===== src/rtl/dopt_pkg.sv =====
// Shared types and constants for the DRAM open page tracker.
`timescale 1ns / 1ps

package dopt_pkg;

    localparam int BANK_ENTRIES = 16;
    localparam int BLOCK_ADDR_W = 28;
    localparam int BYTE_ADDR_W = 32;
    localparam int OFFSET_W = 3;
    localparam int ROW_W = 14;
    localparam int COL_W = 11;
    localparam int BANK_W = 4;
    localparam int LAT_W = 10;
    localparam int TOTAL_W = 48;
    localparam int CFG_INDEX_W = 3;
    localparam int CFG_DATA_W = 10;

    localparam logic [OFFSET_W-1:0] OFFSET_RESET = 3'd6;

    typedef enum logic [1:0] {
        OUTCOME_HIT = 2'd0,
        OUTCOME_COL_CHANGE = 2'd1,
        OUTCOME_ROW_MISS = 2'd2
    } t_outcome;

    typedef enum logic [CFG_INDEX_W-1:0] {
        CFG_BLOCK_OFFSET = 3'd0,
        CFG_MAPPING_MODE = 3'd1,
        CFG_HIT_CYCLES = 3'd2,
        CFG_COL_CHANGE_CYCLES = 3'd3,
        CFG_ROW_MISS_CYCLES = 3'd4
    } t_cfg_index;

    typedef enum logic {
        MAP_ROW_INTERLEAVE = 1'b0,
        MAP_BLOCK_INTERLEAVE = 1'b1
    } t_map_mode;

    typedef struct packed {
        logic [ROW_W-1:0] row;
        logic [BANK_W-1:0] bank;
        logic [COL_W-1:0] col;
    } t_addr_fields;

endpackage


===== src/rtl/dopt_in_if.sv =====
// Input channel carrying one block address per word.
`timescale 1ns / 1ps

interface dopt_in_if;
    logic valid;
    logic ready;
    logic [dopt_pkg::BLOCK_ADDR_W-1:0] block_address;

    modport source (output valid, output block_address, input ready);
    modport sink (input valid, input block_address, output ready);
endinterface


===== src/rtl/dopt_out_if.sv =====
// Output channel carrying one classified access per word.
`timescale 1ns / 1ps

interface dopt_out_if;
    logic valid;
    logic ready;
    logic [1:0] outcome;
    logic [dopt_pkg::BANK_W-1:0] bank_index;
    logic [dopt_pkg::LAT_W-1:0] added_cycles;
    logic [dopt_pkg::TOTAL_W-1:0] cycle_total;

    modport source (output valid, output outcome, output bank_index, output added_cycles,
                    output cycle_total, input ready);
    modport sink (input valid, input outcome, input bank_index, input added_cycles,
                  input cycle_total, output ready);
endinterface


===== src/rtl/dopt_addr_map.sv =====
// Address rebuild and row, bank and column split under the two mappings.
`timescale 1ns / 1ps

module dopt_addr_map (
    input  logic [dopt_pkg::BLOCK_ADDR_W-1:0] i_block_address,
    input  logic [dopt_pkg::OFFSET_W-1:0]     i_offset_bits,
    input  dopt_pkg::t_map_mode               i_mode,
    output dopt_pkg::t_addr_fields            o_fields
);

    logic [dopt_pkg::BYTE_ADDR_W-1:0] w_addr;

    assign w_addr = {{(dopt_pkg::BYTE_ADDR_W - dopt_pkg::BLOCK_ADDR_W){1'b0}}, i_block_address}
                    << i_offset_bits;

    always_comb begin
        o_fields.row = w_addr[31:18];
        case (i_mode)
            dopt_pkg::MAP_ROW_INTERLEAVE: begin
                o_fields.bank = w_addr[17:14];
                o_fields.col = w_addr[13:3];
            end
            dopt_pkg::MAP_BLOCK_INTERLEAVE: begin
                o_fields.bank = {w_addr[8:6], w_addr[17]};
                o_fields.col = {w_addr[16:9], w_addr[5:3]};
            end
            default: begin
                o_fields.bank = w_addr[17:14];
                o_fields.col = w_addr[13:3];
            end
        endcase
    end

endmodule


===== src/rtl/dopt_bank_table.sv =====
// Per-bank open row and column store with access classification and update.
`timescale 1ns / 1ps

module dopt_bank_table (
    input  logic                   i_clk,
    input  logic                   i_rst_n,
    input  logic                   i_en,
    input  dopt_pkg::t_addr_fields i_fields,
    output dopt_pkg::t_outcome     o_outcome
);

    logic [dopt_pkg::BANK_ENTRIES-1:0] r_row_valid;
    logic [dopt_pkg::ROW_W-1:0]        r_row [dopt_pkg::BANK_ENTRIES];
    logic [dopt_pkg::COL_W-1:0]        r_col [dopt_pkg::BANK_ENTRIES];

    always_comb begin
        if (!r_row_valid[i_fields.bank] || r_row[i_fields.bank] != i_fields.row) begin
            o_outcome = dopt_pkg::OUTCOME_ROW_MISS;
        end else if (r_col[i_fields.bank] != i_fields.col) begin
            o_outcome = dopt_pkg::OUTCOME_COL_CHANGE;
        end else begin
            o_outcome = dopt_pkg::OUTCOME_HIT;
        end
    end

    always_ff @(posedge i_clk) begin
        if (!i_rst_n) begin
            r_row_valid <= '0;
        end else if (i_en && o_outcome == dopt_pkg::OUTCOME_ROW_MISS) begin
            r_row_valid[i_fields.bank] <= 1'b1;
        end
    end

    always_ff @(posedge i_clk) begin
        if (i_en) begin
            if (o_outcome == dopt_pkg::OUTCOME_ROW_MISS) begin
                r_row[i_fields.bank] <= i_fields.row;
            end
            if (o_outcome != dopt_pkg::OUTCOME_HIT) begin
                r_col[i_fields.bank] <= i_fields.col;
            end
        end
    end

    // An updated bank always holds an open row matching the access afterward.
    a_bank_open: assert property (@(posedge i_clk) disable iff (!i_rst_n)
        i_en |=> r_row_valid[$past(i_fields.bank)]
                 && r_row[$past(i_fields.bank)] == $past(i_fields.row))
        else $error("bank entry not open after access");

    a_col_stored: assert property (@(posedge i_clk) disable iff (!i_rst_n)
        i_en |=> r_col[$past(i_fields.bank)] == $past(i_fields.col))
        else $error("open column not recorded after access");

    a_hit_needs_valid: assert property (@(posedge i_clk) disable iff (!i_rst_n)
        i_en && o_outcome != dopt_pkg::OUTCOME_ROW_MISS |-> r_row_valid[i_fields.bank])
        else $error("row hit reported on an empty bank");

endmodule


===== src/rtl/dram_open_page_tracker_top.sv =====
// Top level of the DRAM open page tracker.
`timescale 1ns / 1ps

// The tracker takes one block address word per cycle and returns one word per access with
// the outcome (row and column hit, column change or row miss), the bank, the latency added
// and the saturating running cycle total. A word moves from the input to the output register
// when the output can take it; the bank lookup, compare and write-back and the total update
// all happen in that single step, so throughput is one word per cycle while the output side
// takes words. Reset closes all banks at once. The user must write configuration
// through the plain write port while no words are in flight; the block does not enforce it.
module dram_open_page_tracker_top (
    input  logic                                i_clk,
    input  logic                                i_rst_n,
    dopt_in_if.sink                             i_in,
    dopt_out_if.source                          o_out,
    input  logic                                i_cfg_we,
    input  logic [dopt_pkg::CFG_INDEX_W-1:0]    i_cfg_index,
    input  logic [dopt_pkg::CFG_DATA_W-1:0]     i_cfg_data
);

    logic [dopt_pkg::OFFSET_W-1:0]     r_offset_bits;
    dopt_pkg::t_map_mode               r_mode;
    logic [dopt_pkg::LAT_W-1:0]        r_hit_cycles;
    logic [dopt_pkg::LAT_W-1:0]        r_col_change_cycles;
    logic [dopt_pkg::LAT_W-1:0]        r_row_miss_cycles;

    logic                              r_in_valid;
    logic [dopt_pkg::BLOCK_ADDR_W-1:0] r_block_address;

    logic                              r_out_valid;
    dopt_pkg::t_outcome                r_outcome;
    logic [dopt_pkg::BANK_W-1:0]       r_bank;
    logic [dopt_pkg::LAT_W-1:0]        r_added;
    logic [dopt_pkg::TOTAL_W-1:0]      r_total;

    logic                              w_advance;
    dopt_pkg::t_addr_fields            w_fields;
    dopt_pkg::t_outcome                w_outcome;
    logic [dopt_pkg::LAT_W-1:0]        w_added;
    logic [dopt_pkg::TOTAL_W:0]        w_sum;
    logic [dopt_pkg::TOTAL_W-1:0]      n_total;

    assign w_advance = r_in_valid && (!r_out_valid || o_out.ready);
    assign i_in.ready = !r_in_valid || w_advance;

    always_ff @(posedge i_clk) begin
        if (!i_rst_n) begin
            r_offset_bits <= dopt_pkg::OFFSET_RESET;
            r_mode <= dopt_pkg::MAP_ROW_INTERLEAVE;
            r_hit_cycles <= '0;
            r_col_change_cycles <= '0;
            r_row_miss_cycles <= '0;
        end else if (i_cfg_we) begin
            case (i_cfg_index)
                dopt_pkg::CFG_BLOCK_OFFSET: begin
                    r_offset_bits <= i_cfg_data[dopt_pkg::OFFSET_W-1:0];
                end
                dopt_pkg::CFG_MAPPING_MODE: begin
                    r_mode <= dopt_pkg::t_map_mode'(i_cfg_data[0]);
                end
                dopt_pkg::CFG_HIT_CYCLES: begin
                    r_hit_cycles <= i_cfg_data[dopt_pkg::LAT_W-1:0];
                end
                dopt_pkg::CFG_COL_CHANGE_CYCLES: begin
                    r_col_change_cycles <= i_cfg_data[dopt_pkg::LAT_W-1:0];
                end
                dopt_pkg::CFG_ROW_MISS_CYCLES: begin
                    r_row_miss_cycles <= i_cfg_data[dopt_pkg::LAT_W-1:0];
                end
                default: begin
                end
            endcase
        end
    end

    always_ff @(posedge i_clk) begin
        if (!i_rst_n) begin
            r_in_valid <= 1'b0;
        end else if (i_in.ready) begin
            r_in_valid <= i_in.valid;
        end
    end

    always_ff @(posedge i_clk) begin
        if (i_in.valid && i_in.ready) begin
            r_block_address <= i_in.block_address;
        end
    end

    dopt_addr_map u_addr_map (
        .i_block_address (r_block_address),
        .i_offset_bits   (r_offset_bits),
        .i_mode          (r_mode),
        .o_fields        (w_fields)
    );

    dopt_bank_table u_bank_table (
        .i_clk     (i_clk),
        .i_rst_n   (i_rst_n),
        .i_en      (w_advance),
        .i_fields  (w_fields),
        .o_outcome (w_outcome)
    );

    always_comb begin
        case (w_outcome)
            dopt_pkg::OUTCOME_HIT:        w_added = r_hit_cycles;
            dopt_pkg::OUTCOME_COL_CHANGE: w_added = r_col_change_cycles;
            dopt_pkg::OUTCOME_ROW_MISS:   w_added = r_row_miss_cycles;
            default:                      w_added = r_row_miss_cycles;
        endcase
    end

    // A carry out of the total means the sum passed the maximum, so clamp it.
    assign w_sum = {1'b0, r_total} + (dopt_pkg::TOTAL_W + 1)'(w_added);
    assign n_total = w_sum[dopt_pkg::TOTAL_W] ? '1 : w_sum[dopt_pkg::TOTAL_W-1:0];

    always_ff @(posedge i_clk) begin
        if (!i_rst_n) begin
            r_out_valid <= 1'b0;
            r_total <= '0;
        end else begin
            if (w_advance) begin
                r_out_valid <= 1'b1;
                r_total <= n_total;
            end else if (o_out.ready) begin
                r_out_valid <= 1'b0;
            end
        end
    end

    always_ff @(posedge i_clk) begin
        if (w_advance) begin
            r_outcome <= w_outcome;
            r_bank <= w_fields.bank;
            r_added <= w_added;
        end
    end

    assign o_out.valid = r_out_valid;
    assign o_out.outcome = r_outcome;
    assign o_out.bank_index = r_bank;
    assign o_out.added_cycles = r_added;
    assign o_out.cycle_total = r_total;

    a_total_monotonic: assert property (@(posedge i_clk) disable iff (!i_rst_n)
        w_advance |=> r_total >= $past(r_total))
        else $error("running total decreased");

    a_total_held: assert property (@(posedge i_clk) disable iff (!i_rst_n)
        !w_advance |=> r_total == $past(r_total))
        else $error("running total changed without an access");

    a_no_lost_word: assert property (@(posedge i_clk) disable iff (!i_rst_n)
        r_out_valid && !o_out.ready |=> r_out_valid)
        else $error("pending output word dropped");

endmodule


===== src/flat_wrapper.sv =====
// flat-port wrapper written by rule: the top's interface ports become plain ports
module dram_open_page_tracker_top_flat 
  (i_clk, i_rst_n, i_cfg_we, i_cfg_index, i_cfg_data, i_in_valid, i_in_block_address, i_in_ready, o_out_valid, o_out_outcome, o_out_bank_index, o_out_added_cycles, o_out_cycle_total, o_out_ready);
  dopt_in_if i_in_i ();
  dopt_out_if o_out_i ();
  input  logic i_clk;
  input  logic i_rst_n;
  input  logic i_cfg_we;
  input  logic [dopt_pkg::CFG_INDEX_W-1:0] i_cfg_index;
  input  logic [dopt_pkg::CFG_DATA_W-1:0] i_cfg_data;
  input wire logic [$bits(i_in_i.valid)-1:0] i_in_valid;
  input wire logic [$bits(i_in_i.block_address)-1:0] i_in_block_address;
  output wire logic [$bits(i_in_i.ready)-1:0] i_in_ready;
  output wire logic [$bits(o_out_i.valid)-1:0] o_out_valid;
  output wire logic [$bits(o_out_i.outcome)-1:0] o_out_outcome;
  output wire logic [$bits(o_out_i.bank_index)-1:0] o_out_bank_index;
  output wire logic [$bits(o_out_i.added_cycles)-1:0] o_out_added_cycles;
  output wire logic [$bits(o_out_i.cycle_total)-1:0] o_out_cycle_total;
  input wire logic [$bits(o_out_i.ready)-1:0] o_out_ready;
  assign i_in_i.valid = i_in_valid;
  assign i_in_i.block_address = i_in_block_address;
  assign i_in_ready = i_in_i.ready;
  assign o_out_valid = o_out_i.valid;
  assign o_out_outcome = o_out_i.outcome;
  assign o_out_bank_index = o_out_i.bank_index;
  assign o_out_added_cycles = o_out_i.added_cycles;
  assign o_out_cycle_total = o_out_i.cycle_total;
  assign o_out_i.ready = o_out_ready;
  dram_open_page_tracker_top u_core (.i_clk(i_clk), .i_rst_n(i_rst_n), .i_in(i_in_i), .o_out(o_out_i), .i_cfg_we(i_cfg_we), .i_cfg_index(i_cfg_index), .i_cfg_data(i_cfg_data));
endmodule

===== config.mk =====
export PLATFORM = sky130hd
export DESIGN_NAME = dram_open_page_tracker_top_flat
export DESIGN_NICKNAME = d
export VERILOG_FILES = /design/src/rtl/dopt_pkg.sv /design/src/rtl/dopt_in_if.sv /design/src/rtl/dopt_out_if.sv /design/src/rtl/dopt_addr_map.sv /design/src/rtl/dopt_bank_table.sv /design/src/rtl/dram_open_page_tracker_top.sv /design/src/flat_wrapper.sv
export SDC_FILE = /design/constraint.sdc
export NUM_CORES = 1
export LEC_CHECK = 0
export ABC_AREA = 1
export CAP_MARGIN = 20
export CORE_ASPECT_RATIO = 0.6
export CORE_MARGIN = 2
export CORE_UTILIZATION = 38
export CTS_BUF_LIST = sky130_fd_sc_hd__clkbuf_16
export CTS_CLUSTER_DIAMETER = 200
export DETAILED_ROUTE_END_ITERATION = 8
export DONT_BUFFER_PORTS = 1
export HOLD_SLACK_MARGIN = 0.1
export MAX_ROUTING_LAYER = met4
export SKIP_LAST_GASP = 1
export SLEW_MARGIN = 0
export SYNTH_ARGS = -nofsm -noshare
export SYNTH_HDL_FRONTEND = slang
export SYNTH_SLANG_ARGS = --single-unit

===== constraint.sdc =====
create_clock -name i_clk -period 8.3 [get_ports i_clk]
set_clock_uncertainty 0.2 [all_clocks]
set_input_delay 0.83 -clock i_clk [delete_from_list [all_inputs] [get_ports i_clk]]
set_output_delay 0.83 -clock i_clk [all_outputs]
set_load 0.02 [all_outputs]

==> flow_metrics.py <==
metrics = {
    "critical_path": {
        "rr_worst_depth": 38,
        "crit_start": "u_core.r_mode",
        "path_max_fanout": 52,
        "crit_cells": 38,
        "path_class": "flip-flop to flip-flop",
        "crit_slowest_cell": "dfxtp_1",
        "cp-end-kind": "flip-flop",
        "cpPeakStageDelay_ps": 720,
        "r2r_end": "u_core.o_out.cycle_total[47]",
        "crit_buf_inv": 6,
        "r2r_start": "u_core.r_mode",
        "critical_path.top_delay_family": "simple AND/OR/NAND/NOR gates",
        "required_ps": 8640,
        "crit_top_cell": "nand2_1",
        "crit_end": "u_core.o_out.cycle_total[47]",
        "arrival_ps": 8000,
        "r2r_setup_slack_ps": 650,
        "critPathLaunchType": "flip-flop",
    },
    "clock_network": {
        "numCtsBuffers": 54,
        "clk_pin_slew_ps": 60,
        "clk_latency_ps": 620,
        "cts_tree": "done",
        "htree_levels": 2,
        "cts.sink_count": 544,
        "postCtsSetupBuffers": 0,
        "clock-root-buffer": "clkbuf_16",
        "cts.path.max_buffers": 3,
    },
    "outcome": {
        "status": "finished clean",
    },
    "sta": {
        "post-route-period-util_pct": 92.2,
        "drv_slew": 0,
        "fmax_mhz": 131,
        "fin_tns_setup_ps": 0,
        "hold_violations": 0,
        "slew_headroom_pct": 29.6,
        "worst_pin_slew_ps": 1050,
        "rsz0062_at_grt": "no",
        "fin_crit_ps": 7650,
        "setup_violations": 0,
        "holdWs_ps": 146,
    },
    "finish": {
        "final_common_cell": "nand2_1",
        "drive_gt1_share_pct": 6.27,
        "layout_common_cells": "nand2_1 (1022), edfxtp_1 (444), inv_1 (388)",
        "antenna_cells": 0,
        "syn2layout_area_growth_pct": 12.8,
        "final_nets": 2962,
        "layout.cells.non_filler": 3851,
    },
    "synthesis": {
        "synthFlopType": "edfxtp_1",
        "netlist_area_um2": 25700,
        "syn_nets": 2934,
        "synth_area_per_cell_um2": 8.93,
        "async_flop_share_pct": 0,
        "synth_edf_count": 444,
        "synth_cells": 2877,
        "ys_seq_elements": 544,
        "synth_cell_type_count": 45,
        "yosysSeqAreaShare_pct": 59.7,
        "yosys_warnings": 0,
    },
    "floorplanning": {
        "die_w_um": 340,
        "die-area_um2": 69800,
        "rows": 73,
        "die_y_um": 205,
        "start_util_pct": 38.6,
        "ios": 112,
        "core_area_um2": 66600,
    },
    "global_route": {
        "grt_usage_pct": 19.6,
        "grt_max_degree": 91,
        "overflow": 0,
        "grt_pass1_wl_um": 103000,
        "grt_pass1_vias": 17800,
        "antenna_found_initial": 0,
    },
    "placement": {
        "portBuffers": 0,
        "hpwl_um": 44000,
        "gp_congestion": 0.881,
        "dpl.cell_count": 3714,
    },
    "power_and_ir_drop": {
        "ir_worst_vdd_mv": 0.163,
        "power_leakage_uw": 0.0122,
        "power_density_nw_per_um2": 223,
    },
    "route": {
        "first_pass_iters": 6,
        "drtIter0Drc": 2021,
        "vias": 19200,
        "wl_per_cell_um": 17.5,
        "ant_nets": 0,
        "routed_wl_um": 67500,
        "routed_via_density": 4.99,
        "drc_errors": 0,
    },
    "flow_run": {
        "max_cap_violations": 0,
    },
    "worst_hold_path": {
        "holdCritPathClass": "input pin to flip-flop",
        "hold_path_depth": 2,
    },
}
logic make-up after synthesis:
| group | Yosys count | share of synthesized area [%] |
|---|---|---|
| xor gates and xnor gates | 27 | 0.920 |
| DFF | 544 | 59.7 |
| muxes | 8 | 0.312 |
| and+or+nand+nor | 1445 | 23.5 |
| AOI/OAI and AO/OA | 329 | 6.90 |
| buffers and inverters | 513 | 8.14 |
| adders and majority gates | 11 | 0.565 |
through the flow:
step	power (µW)	utilization, %	area (µm²)	worst slack [ps]
after global routing	6740	43.5	29000	9.62
final	6470	43.5	29000	647
after detailed placement	4000	40.3	26800	848
after global placement	3980	40.2	26800	1070
after floorplan	3720	-	25700	2510
after CTS	6500	43.4	28900	810
where the power goes:
part           switching, µW  internal, µW
clock network           1060          1440
registers               29.4          3050
logic                    646           252
total                   1740          4730
layout make-up:
type                       instances  area [µm²]
clock buffer                      56        1400
clock inverter                    46         394
fill                            6335       37600
inverter                         386        1450
multi-input combinational       1820        8340
sequential                       544       15300
tap                              900        1130
timing repair buffer              99         935
metal layers:
metal / part of all wire (%) / GRT usage, %
met5: 0 / -
met4: 1.1 / 3.73
met3: 9.6 / 4.60
met2: 40 / 26.2
met1: 50 / 30.0
how the worst min path moves through the flow:
stage | start | endpoint | slack [ps]
after floorplan | u_core.r_col_change_cycles[0] | u_core.r_col_change_cycles[0] | 220
after global placement | u_core.r_col_change_cycles[3] | u_core.r_col_change_cycles[3] | 240
after detailed placement | u_core.u_bank_table.r_row_valid[1] | u_core.u_bank_table.r_row_valid[1] | 240
after CTS | i_cfg_data[1] | u_core.r_offset_bits[1] | 110
after global routing | i_cfg_data[8] | u_core.r_hit_cycles[8] | 130
final | i_cfg_data[1] | u_core.r_offset_bits[1] | 150
timing repair:
action | CTS | global route
gates resized for setup | 0 | 1
endpoints found under the setup margin | 0 | 2
hold buffers | 29 | 0
hold endpoints to repair | 30 | 0
worst reg2reg max path: cells and delay by family, from the launching register on:
kind	cells	cell delay, ps
and+or+nand+nor	26	3970
DFF	1	720
AOI/OAI and AO/OA	4	750
buffers and inverters	6	1300
adders and majority gates	2	620
flip-flops by register name (all words and copies together), names as in the netlist:
| register | count |
|---|---|
| u_core.o_out.bank_index | 4 |
| u_core.o_out.valid | 1 |
| u_core.r_block_address | 28 |
| u_core.r_col_change_cycles | 10 |
| u_core.r_offset_bits | 3 |
| u_core.o_out.cycle_total | 48 |
| u_core.u_bank_table.r_row_valid | 16 |
| u_core.r_hit_cycles | 10 |
| u_core.o_out.added_cycles | 10 |
| u_core.o_out.outcome | 2 |
| u_core.u_bank_table.r_col | 176 |
| u_core.r_row_miss_cycles | 10 |
| u_core.r_mode | 1 |
| u_core.r_in_valid | 1 |
| u_core.u_bank_table.r_row | 224 |
synthesized netlist by cell type (all sizes together) (4+ instances only):
cell | number | area [µm²]
xor2 | 19 | 166
inv | 385 | 1450
or2 | 4 | 25.0
xnor2 | 8 | 70.1
nor2 | 188 | 746
a21oi | 72 | 360
nand2 | 1029 | 3890
o21ai | 203 | 1020
mux2i | 8 | 80.1
dfxtp | 100 | 2000
o21bai | 11 | 82.6
o221ai | 8 | 70.1
buf | 70 | 428
nor4 | 4 | 25.0
clkbuf | 57 | 214
edfxtp | 444 | 13300
ha | 10 | 125
nand3 | 96 | 490
a31oi | 19 | 119
nor3 | 22 | 110
nand3b | 88 | 661
nand4 | 10 | 62.6
(Power assumes the default switching activity.)
